$ cat config.mk
export PLATFORM = sky130hd
export DESIGN_NAME = tcp_reorder_reassembly_sack
export DESIGN_NICKNAME = d
export VERILOG_FILES = /design/src/rtl/trs_pkg.sv /design/src/rtl/trs_scan.sv /design/src/rtl/tcp_reorder_reassembly_sack.sv
export SDC_FILE = /design/constraint.sdc
export NUM_CORES = 1
export LEC_CHECK = 0
export BUFFER_PORTS_ARGS = -buffer_cell sky130_fd_sc_hd__buf_4
export CORE_MARGIN = 2
export CORE_UTILIZATION = 55
export CTS_BUF_LIST = sky130_fd_sc_hd__clkbuf_4
export DETAILED_ROUTE_END_ITERATION = 8
export PLACE_DENSITY = 0.72
export SLEW_MARGIN = 5
export SYNTH_ARGS = -nofsm -noshare
export SYNTH_HDL_FRONTEND = slang
export SYNTH_SLANG_ARGS = --single-unit
export TNS_END_PERCENT = 20
$ cat constraint.sdc
create_clock -name clk -period 16.13 [get_ports clk]
set_clock_uncertainty 0.1 [all_clocks]
set_input_delay 2.4195 -clock clk [delete_from_list [all_inputs] [get_ports clk]]
set_output_delay 2.4195 -clock clk [all_outputs]
set_load 0.1 [all_outputs]
$ cat src/rtl/trs_pkg.sv
`default_nettype none
// ----------------------------------------------------------------------------
// trs_pkg: shared types and constants of the TCP reassembly block.
// Holds field widths, segment kind codes and the scan unit status record.
// ----------------------------------------------------------------------------
package trs_pkg;
  localparam int SEQ_W = 32;
  localparam int LEN_W = 11;
  localparam int TAG_W = 16;
  localparam int WIN_W = 5;
  localparam int DEF_STORE_ENTRIES = 16;
  localparam int DEF_MAX_SEGMENT = 1024;

  localparam logic [1:0] FUNC_DATA = 2'd0;
  localparam logic [1:0] FUNC_SYN  = 2'd1;
  localparam logic [1:0] FUNC_FIN  = 2'd2;

  localparam logic KIND_DELIVER = 1'b0;
  localparam logic KIND_ACK     = 1'b1;

  typedef struct packed {
    logic done;
    logic low_found;
    logic match_found;
    logic free_found;
  } scan_stat_t;
endpackage
`default_nettype wire

$ cat src/rtl/trs_scan.sv
`default_nettype none
// ----------------------------------------------------------------------------
// trs_scan: sequential scan over the segment store.
// One shared compare unit visits one entry per cycle and keeps the lowest
// valid entry, the entry matching a key, the first free entry and a count.
// ----------------------------------------------------------------------------
module trs_scan #(
  parameter int STORE_ENTRIES = trs_pkg::DEF_STORE_ENTRIES,
  parameter int IDX_W = (STORE_ENTRIES > 1) ? $clog2(STORE_ENTRIES) : 1,
  parameter int CNT_W = $clog2(STORE_ENTRIES + 1)
) (
  input  wire logic                     clk,
  input  wire logic                     rst,
  input  wire logic                     go,
  input  wire logic [trs_pkg::SEQ_W-1:0] key,
  output logic [IDX_W-1:0]              rd_idx,
  input  wire logic                     rd_valid,
  input  wire logic [trs_pkg::SEQ_W-1:0] rd_seq,
  output trs_pkg::scan_stat_t           stat,
  output logic [IDX_W-1:0]              low_idx,
  output logic [trs_pkg::SEQ_W-1:0]     low_seq,
  output logic [IDX_W-1:0]              match_idx,
  output logic [IDX_W-1:0]              free_idx,
  output logic [CNT_W-1:0]              used
);
  logic                         active;
  logic [IDX_W-1:0]             pos;
  logic                         is_last;

  assign rd_idx  = pos;
  assign is_last = (32'(pos) == STORE_ENTRIES - 1);

  always_ff @(posedge clk) begin
    if (rst) begin
      active <= 1'b0;
      pos <= '0;
      stat <= '0;
      used <= '0;
    end else if (go) begin
      active <= 1'b1;
      pos <= '0;
      stat <= '0;
      used <= '0;
    end else if (active) begin
      if (rd_valid) begin
        used <= used + 1'b1;
        if (!stat.low_found || rd_seq < low_seq) begin
          stat.low_found <= 1'b1;
          low_idx <= pos;
          low_seq <= rd_seq;
        end
        if (!stat.match_found && rd_seq == key) begin
          stat.match_found <= 1'b1;
          match_idx <= pos;
        end
      end else if (!stat.free_found) begin
        stat.free_found <= 1'b1;
        free_idx <= pos;
      end
      if (is_last) begin
        active <= 1'b0;
        stat.done <= 1'b1;
      end else begin
        pos <= pos + 1'b1;
      end
    end
  end

  assert property (@(posedge clk) disable iff (rst) go |=> !stat.done);
  assert property (@(posedge clk) disable iff (rst)
    stat.done |-> (32'(used) <= STORE_ENTRIES)) else $error("count overflow");
  assert property (@(posedge clk) disable iff (rst)
    (stat.done && !stat.free_found) |-> (32'(used) == STORE_ENTRIES))
    else $error("free entry missed");
endmodule
`default_nettype wire

$ cat src/rtl/tcp_reorder_reassembly_sack.sv
`default_nettype none
// ----------------------------------------------------------------------------
// tcp_reorder_reassembly_sack: receive reassembly with one SACK block.
// A segment descriptor transfer happens when start is high and busy is low.
// Each result appears for one cycle with out_valid high; the receiver cannot
// hold it off. Data at the expected sequence is delivered (result_kind 0),
// then buffered entries that now line up are delivered, one per store scan.
// Later segments are stored while the store has room; older ones are only
// acknowledged. Every item that is not ignored ends with an acknowledgement
// (result_kind 1, last 1) carrying the cumulative ack, the free entries and
// the span of the lowest entry. Each store scan visits one entry per cycle
// through a single compare unit. SYN, FIN and an old segment keep busy high
// through a scan and the acknowledgement, a stored segment through a second
// scan as well, and an in-order segment through a further scan per drained
// entry. The first delivery appears in the cycle after the transfer; the
// acknowledgement appears in the cycle in which busy falls, when the next
// transfer may already be taken. Ignored items are dropped at the transfer
// and leave busy low. Reset clears the expected sequence and every valid bit
// at once.
// ----------------------------------------------------------------------------
module tcp_reorder_reassembly_sack #(
  parameter int STORE_ENTRIES = trs_pkg::DEF_STORE_ENTRIES,
  parameter int MAX_SEGMENT = trs_pkg::DEF_MAX_SEGMENT
) (
  input  wire logic                      clk,
  input  wire logic                      rst,
  input  wire logic                      start,
  output logic                           busy,
  input  wire logic [1:0]                func,
  input  wire logic [trs_pkg::SEQ_W-1:0] seq_number,
  input  wire logic [trs_pkg::LEN_W-1:0] seg_length,
  input  wire logic [trs_pkg::TAG_W-1:0] payload_tag,
  output logic                           out_valid,
  output logic                           result_kind,
  output logic [trs_pkg::TAG_W-1:0]      out_tag,
  output logic [trs_pkg::LEN_W-1:0]      out_length,
  output logic [trs_pkg::SEQ_W-1:0]      ack_number,
  output logic [trs_pkg::WIN_W-1:0]      free_window,
  output logic [trs_pkg::SEQ_W-1:0]      sack_begin,
  output logic [trs_pkg::SEQ_W-1:0]      sack_finish,
  output logic                           last
);
  localparam int IDX_W = (STORE_ENTRIES > 1) ? $clog2(STORE_ENTRIES) : 1;
  localparam int CNT_W = $clog2(STORE_ENTRIES + 1);

  localparam logic [2:0] ST_IDLE  = 3'd0;
  localparam logic [2:0] ST_SCAN  = 3'd1;
  localparam logic [2:0] ST_DECIDE = 3'd2;
  localparam logic [2:0] ST_READ  = 3'd3;
  localparam logic [2:0] ST_ACK   = 3'd4;

  logic [2:0] state;
  logic [trs_pkg::SEQ_W-1:0] next_expected;
  logic [STORE_ENTRIES-1:0]  slot_valid;
  logic [trs_pkg::SEQ_W-1:0] slot_seq [STORE_ENTRIES];
  logic [trs_pkg::LEN_W-1:0] slot_len [STORE_ENTRIES];
  logic [trs_pkg::TAG_W-1:0] slot_tag [STORE_ENTRIES];

  logic [1:0] r_func;
  logic [trs_pkg::SEQ_W-1:0] r_seq;
  logic [trs_pkg::LEN_W-1:0] r_len;
  logic [trs_pkg::TAG_W-1:0] r_tag;
  logic store_phase;

  logic scan_go;
  logic [IDX_W-1:0] scan_idx, low_idx, match_idx, free_idx;
  logic [trs_pkg::SEQ_W-1:0] low_seq;
  logic [CNT_W-1:0] used;
  trs_pkg::scan_stat_t stat;
  logic scan_valid_now;
  logic [trs_pkg::SEQ_W-1:0] scan_seq_now;

  trs_scan #(.STORE_ENTRIES(STORE_ENTRIES), .IDX_W(IDX_W), .CNT_W(CNT_W)) u_scan (
    .clk(clk), .rst(rst), .go(scan_go), .key(r_seq),
    .rd_idx(scan_idx), .rd_valid(scan_valid_now), .rd_seq(scan_seq_now),
    .stat(stat), .low_idx(low_idx), .low_seq(low_seq),
    .match_idx(match_idx), .free_idx(free_idx), .used(used)
  );
  assign scan_valid_now = slot_valid[scan_idx];
  assign scan_seq_now   = slot_seq[scan_idx];

  assign busy    = (state != ST_IDLE);
  assign scan_go = (state == ST_IDLE && start) || (state == ST_DECIDE && store_phase)
                   || (state == ST_READ);

  logic accept;
  logic take_ok;
  assign accept  = start && !busy;
  assign take_ok = (func == trs_pkg::FUNC_SYN) || (func == trs_pkg::FUNC_FIN) ||
                   (func == trs_pkg::FUNC_DATA && seg_length != '0 &&
                    32'(seg_length) <= MAX_SEGMENT);

  always_ff @(posedge clk) begin
    if (rst) begin
      state <= ST_IDLE;
      next_expected <= '0;
      slot_valid <= '0;
      out_valid <= 1'b0;
      store_phase <= 1'b0;
    end else begin
      out_valid <= 1'b0;
      unique case (state)
        ST_IDLE: begin
          if (accept) begin
            r_func <= func; r_seq <= seq_number; r_len <= seg_length;
            r_tag <= payload_tag;
            store_phase <= 1'b0;
            if (!take_ok) begin
              state <= ST_IDLE;
            end else if (func == trs_pkg::FUNC_SYN) begin
              next_expected <= seq_number + 1'b1;
              slot_valid <= '0;
              state <= ST_SCAN;
            end else if (func == trs_pkg::FUNC_FIN) begin
              next_expected <= next_expected + 1'b1;
              slot_valid <= '0;
              state <= ST_SCAN;
            end else if (seq_number == next_expected) begin
              out_valid <= 1'b1;
              result_kind <= trs_pkg::KIND_DELIVER;
              out_tag <= payload_tag; out_length <= seg_length;
              ack_number <= '0; free_window <= '0;
              sack_begin <= '0; sack_finish <= '0; last <= 1'b0;
              next_expected <= next_expected + 32'(seg_length);
              state <= ST_SCAN;
            end else begin
              store_phase <= (seq_number > next_expected);
              state <= ST_SCAN;
            end
          end
        end
        ST_SCAN: begin
          if (stat.done && !scan_go) state <= ST_DECIDE;
        end
        ST_DECIDE: begin
          if (store_phase) begin
            store_phase <= 1'b0;
            if (32'(used) < STORE_ENTRIES) begin
              if (stat.match_found) begin
                slot_len[match_idx] <= r_len; slot_tag[match_idx] <= r_tag;
              end else begin
                slot_seq[free_idx] <= r_seq; slot_len[free_idx] <= r_len;
                slot_tag[free_idx] <= r_tag; slot_valid[free_idx] <= 1'b1;
              end
            end
            state <= ST_SCAN;
          end else if (r_func == trs_pkg::FUNC_DATA && stat.low_found &&
                       low_seq == next_expected) begin
            state <= ST_READ;
          end else begin
            state <= ST_ACK;
          end
        end
        ST_READ: begin
          out_valid <= 1'b1;
          result_kind <= trs_pkg::KIND_DELIVER;
          out_tag <= slot_tag[low_idx]; out_length <= slot_len[low_idx];
          ack_number <= '0; free_window <= '0;
          sack_begin <= '0; sack_finish <= '0; last <= 1'b0;
          next_expected <= next_expected + 32'(slot_len[low_idx]);
          slot_valid[low_idx] <= 1'b0;
          state <= ST_SCAN;
        end
        ST_ACK: begin
          out_valid <= 1'b1;
          result_kind <= trs_pkg::KIND_ACK;
          out_tag <= '0; out_length <= '0;
          ack_number <= next_expected;
          free_window <= trs_pkg::WIN_W'(STORE_ENTRIES - 32'(used));
          sack_begin <= stat.low_found ? low_seq : '0;
          sack_finish <= stat.low_found ? low_seq + 32'(slot_len[low_idx]) : '0;
          last <= 1'b1;
          state <= ST_IDLE;
        end
        default: state <= ST_IDLE;
      endcase
    end
  end

  assert property (@(posedge clk) disable iff (rst)
    (out_valid && last) |-> (result_kind == trs_pkg::KIND_ACK))
    else $error("last on a delivery");
  assert property (@(posedge clk) disable iff (rst)
    (state == ST_ACK) |=> (out_valid && last)) else $error("ack missing");
  assert property (@(posedge clk) disable iff (rst)
    (out_valid && !last) |-> busy) else $error("delivery after end");
endmodule
`default_nettype wire

Word-level counts from Yosys, hierarchy flattened
Memory sizes are Yosys's and may differ from the RTL's. A register that Yosys moved wholly into a read port is not among the register bits.
Cells that the tools add are included.
- register bits after elaboration: 301
- bits of input ports: 64
- memories kept: 3
- output and inout port bits: 132
- RAM bits: 944
- memories (name ; depth ; bits a word ; rd ports ; clocked after memory_dff ; wr ports ; RTL line ; source):
    slot_seq ; 16 ; 32 ; 1 ; 1 ; 1 ; tcp_reorder_reassembly_sack.sv:55 ; logic [trs_pkg::SEQ_W-1:0] slot_seq [STORE_ENTRIES];
    slot_tag ; 16 ; 16 ; 1 ; 1 ; 1 ; tcp_reorder_reassembly_sack.sv:57 ; logic [trs_pkg::TAG_W-1:0] slot_tag [STORE_ENTRIES];
    slot_len ; 16 ; 11 ; 1 ; 1 ; 1 ; tcp_reorder_reassembly_sack.sv:56 ; logic [trs_pkg::LEN_W-1:0] slot_len [STORE_ENTRIES];
- mux-type cells: 97
- equal/unequal tests: 21
- add/sub/neg operators: 8
- reductions and logical operators: 48
- order comparisons: 9
- bitwise operators: 8
- operators by type and width (kind ; count):
    $mux W32 ; 12
    $pmux W32 S3 ; 3
    $mux W16 ; 13
    $add A32 B11 Y32 ; 3
    $eq A32 B32 Y1 ; 3
    $pmux W16 S3 ; 2
    $mux W11 ; 6
    $add A32 B1 Y32 const B ; 2
    $pmux W32 S2 ; 1
    $mux W1 ; 36
    $pmux W11 S3 ; 1
    $gt A32 B32 Y1 ; 1
    $lt A32 B32 Y1 ; 1
    $mux W5 ; 5
    $mux W4 ; 6
    $and A16 B16 Y16 ; 1
    $not A16 Y16 ; 1
    $or A16 B16 Y16 ; 1
    $reduce_or A16 Y1 ; 1
    $lt A4 B5 Y1 const B ; 3
    $pmux W5 S3 ; 1
    $reduce_and A5 Y1 ; 3
    $ne A2 B2 Y1 const B ; 7
    $reduce_and A7 Y1 ; 2
    other kinds (35) ; 76

Depth between registers and ports, before layout
- depth after elaboration: 9
- mapped depth: 19
- depth with buffers taken out: 14

Cells and area by module
From an unflattened synthesis, not the netlist that was laid out.
- cells, all modules: 2974
- area total of the unflattened synthesis: 52542.9 µm²
- modules (own cells, without submodules) (module ; cells an instance ; sequential area each (µm²) ; instances ; area an instance (µm²)):
    tcp_reorder_reassembly_sack ; 2721 ; 35113.7 ; 1 ; 49543.8
    trs_scan ; 253 ; 1601.5 ; 1 ; 2999.1

Worst setup path after synthesis
Ideal clock, no wire load.
- path kind: input-to-reg
- start point: input port seq_number[26] (netlist bit)
- end point: register ack_number[0] (netlist bit), enable pin
- path slack: 5618 ps
- stages: 7
- arrival time: 9752 ps
- data required time: 15370 ps
- library setup time: 660 ps
- cell sequence: ha_1 nand4_1 nor4_1 nand4_1 nor2_1 o21ai_0 a21oi_1
- cells in the longest elaborated chain, start to end: 3
- RTL lines (element ; RTL line ; source):
    start, declared ; tcp_reorder_reassembly_sack.sv:30 ; input wire logic [trs_pkg::SEQ_W-1:0] seq_number,
    $eq A32 B32 Y1 ; tcp_reorder_reassembly_sack.sv:118 ; end else if (seq_number == next_expected) begin
    $ne A2 B1 Y1 (no source line) ; - ;
    $reduce_and A7 Y1 (no source line) ; - ;
    end signal, assigned ; tcp_reorder_reassembly_sack.sv:168 ; ack_number <= next_expected;
    end, declared ; tcp_reorder_reassembly_sack.sv:37 ; output logic [trs_pkg::SEQ_W-1:0] ack_number,
No other way between the ends.
A chain may end at the register's enable or synchronous reset.

==> impl_metrics.tcl <==
set metrics [dict create \
    worstHoldPathType "flip-flop to flip-flop" \
    final.setup.tns_ns 0 \
    drive_gt1_share_pct 27.8 \
    yosysUniqueCellTypes 85 \
    fin_area_um2 61200 \
    synth.area.top_cells "edfxtp_1 (66%), mux4_2 (10%), dfxtp_1 (2.8%)" \
    cts_resized 0 \
    syn_avg_cell_area_um2 16.4 \
    drc 0 \
    fin_util_pct 63.0 \
    tightest_slew_ns 1.23 \
    grt_max_degree 82 \
    vias_per_cell 6.35 \
    cts_tree "done" \
    cts.path.max_buffers 4 \
    io_pins 196 \
    min_period_ns 6.17 \
    area_delta_synth_final_pct 13.3 \
    final-max-slew-violation-count 0 \
    swShare_pct 22.3 \
    grt_pass1_wl_mm 218 \
    vias 33200 \
    die_w_um 317 \
    clk_latency_ns 1.20 \
    ys.flop_type "edfxtp_1" \
    power_density_nw_per_um2 108 \
    hold_start "u_scan.stat[0]$_SDFFE_PP0P_" \
    fmax_mhz 162 \
    portBuffers 195 \
    rsz0062_at_grt "false" \
    outcome "completed" \
    reg2reg_slack_ns 9.96 \
    die-area_um2 101000 \
    synth_edf_count 1178 \
    postCtsHoldBufs 0 \
    p_clk_share_pct 41.3 \
    post-route-period-util_pct 38.3 \
    nNetsFinal 3887 \
    cp_num_buf_inv 1 \
    synth_area_um2 54000 \
    clk_pin_slew_ns 0.07 \
    syn_inst 3285 \
    dp_hpwl_mm 93.8 \
    power_frac_comb_pct 3.7 \
    antenna_found_initial 11 \
    cts_buffers 331 \
    whs_ns 0.357 \
    crit_fanout 52 \
    cp.arrival_ns 6.94 \
    power.ir.vdd_worst_mv 0.0792 \
    reg2regPathDepth 12 \
    wl_per_cell_um 29.0 \
    cp_common_cell "mux4_2" \
    initial_utilization_pct 55.7 \
    drt_iter0_drc 4067 \
    dieHeight_um 317 \
    syn-num-nets 3456 \
    post_cts_buffers 0 \
    worst_r2r_endpoint "sack_finish[31]$_SDFFCE_PN0P_" \
    clock-sinks 1253 \
    wirelength_mm 151 \
    crit_end "sack_finish[31]$_SDFFCE_PN0P_" \
    dr.pass1.iters 8 \
    max_stage_delay_ns 0.91 \
    final_hold_viol_count 0 \
    stdcell_count 5223 \
    grt_pass1_vias 33200 \
    slowest_stage "buf_4" \
    overflow 0 \
    gp_congestion 0.946 \
    core-area_um2 97000 \
    cts_root_buf "clkbuf_4" \
    p_seq_share_pct 54.9 \
    path_depth 12 \
    critical_path_class "flip-flop to flip-flop" \
    pre_cts_slack_ns 10.04 \
    cp_cell_sequence "buf_4, mux4_2, mux4_2, ha_1, a21o_1, a21oi_1, o21ai_0, a2111oi_0, o31a_1, nor2_1, nand4_1, mux2_1" \
    htreeDepth 5 \
    placementRows 114 \
    place_area_um2 57100 \
    synth_commonest_cells "edfxtp_1 (1,178), mux4_2 (250), nor2_1 (215)" \
    ys_ff_latch 1253 \
    setup_viol 0 \
    worstSetupEndpointType "flip-flop" \
    cpLargestDelayFamily "compound AO/OA/AOI/OAI gates" \
    intPower_mw 5.11 \
    timing.final.ws_setup_ns 9.96 \
    ys_seq_area_share_pct 68.3 \
    synth_top_area_share_pct 65.5 \
    p_total_mw 6.58 \
    yosysMostFrequentCell "edfxtp_1" \
    yosysTopAreaCell "edfxtp_1" \
    power_switching_mw 1.47 \
    maxSlewHeadroom_pct 17.4 \
    dp.cells 4659 \
    crit_required_ns 16.90 \
    leakage_nw 20.6 \
    detail-route-antenna-nets 0 \
    ys_async_sr_fraction_pct 0 \
    cp-start-kind "flip-flop" \
    grt_usage_pct 30.2 \
    maxCapViolCount 0 \
    yosys_warnings 0 \
]
## worst reg2reg max path, stage by stage, from the launching register on
cell,delay [ns]
dfxtp_4,0.77
buf_4,0.93
mux4_2,0.64
mux4_2,0.58
ha_1,0.24
a21o_1,0.18
a21oi_1,0.22
o21ai_0,0.14
a2111oi_0,0.91
o31a_1,0.43
nor2_1,0.20
nand4_1,0.17
mux2_1,0.33
## sequential cells by signal, indices dropped and copies added (netlist names), 2 cells and up, named ones only
signal            cells
slot_seq            512
slot_tag            256
slot_len            176
ack_number           32
next_expected        32
r_seq                32
sack_begin           32
sack_finish          32
u_scan.low_seq       32
out_tag              16
r_tag                16
slot_valid           16
out_length           11
r_len                11
free_window           5
u_scan.used           5
u_scan.free_idx       4
u_scan.low_idx        4
u_scan.match_idx      4
u_scan.rd_idx         4
u_scan.stat           4
state                 3
r_func                2
## final cells by class
| type | instances | area [µm²] |
|---|---|---|
| clock buffers | 477 | 3580 |
| repair buffers | 255 | 1910 |
| well taps | 1276 | 1600 |
| inverters | 94 | 353 |
| clock inverters | 82 | 505 |
| diodes | 5 | 12.5 |
| fillers | 6994 | 35800 |
| flip-flops and latches | 1253 | 36900 |
| multi-input cells | 1781 | 16300 |
## worst min path at each step
stage	end	slack, ns	cells past startpoint
final	u_scan.stat[0]$_SDFFE_PP0P_	0.36	2
after global routing	state[2]$_SDFFE_PP0P_	0.38	1
after CTS	u_scan.stat[0]$_SDFFE_PP0P_	0.36	2
after detailed placement	u_scan.stat[0]$_SDFFE_PP0P_	0.35	2
after global placement	u_scan.stat[0]$_SDFFE_PP0P_	0.33	2
after floorplan	u_scan.stat[0]$_SDFFE_PP0P_	0.33	2
## cells in the final DEF (no fill, tap or decap), types with 31 or more instances in the layout
| cell | netlist | final |
|---|---|---|
| a211oi_1 | 38 | 38 |
| nor3_1 | 48 | 47 |
| clkbuf_4 | 0 | 477 |
| o21ai_0 | 87 | 87 |
| xor2_1 | 88 | 88 |
| nand4_1 | 37 | 37 |
| mux2i_1 | 79 | 79 |
| a21o_1 | 32 | 32 |
| inv_1 | 89 | 89 |
| dfxtp_1 | 75 | 68 |
| nand2_1 | 162 | 161 |
| edfxtp_1 | 1178 | 1178 |
| nand3_1 | 39 | 39 |
| nor2_1 | 215 | 180 |
| ha_1 | 104 | 104 |
| clkinv_1 | 3 | 65 |
| xnor2_1 | 86 | 86 |
| a21oi_1 | 112 | 111 |
| nor2_4 | 0 | 33 |
| buf_4 | 7 | 255 |
| mux4_2 | 250 | 250 |
| nor4_1 | 31 | 31 |
| nor2b_1 | 41 | 41 |
## cells by family (layout without fill, tap and decap cells)
group           Yosys count  count (layout)  share of synthesized area [%]
xor+xnor                174             174                           2.82
mux                     362             362                           12.6
simple gates            669             669                           5.98
flops                  1253            1253                           68.3
other cells               0               5                              0
fa+ha+maj               107             107                           2.52
compound gates          469             469                           5.75
buf+inv                 251             908                           2.02
## layer usage
metal	share of wire, %	GRT usage (%)	vias to the layer above
li1	-	-	14100
met5	0.023	0	-
met3	9.8	6.72	311
met4	3.5	12.3	6
met2	48	47.6	1939
met1	39	41.2	16800
## power groups by stage
stage	Clock, mW	Combinational [mW]	Sequential (mW)
2_1_floorplan	0	0.159	3.65
3_3_place_gp	0	0.236	3.68
3_5_place_dp	0	0.239	3.68
4_1_cts	2.77	0.241	3.61
5_1_grt	2.93	0.263	3.62
6_report	2.72	0.245	3.62
(Power assumes the default switching activity.)
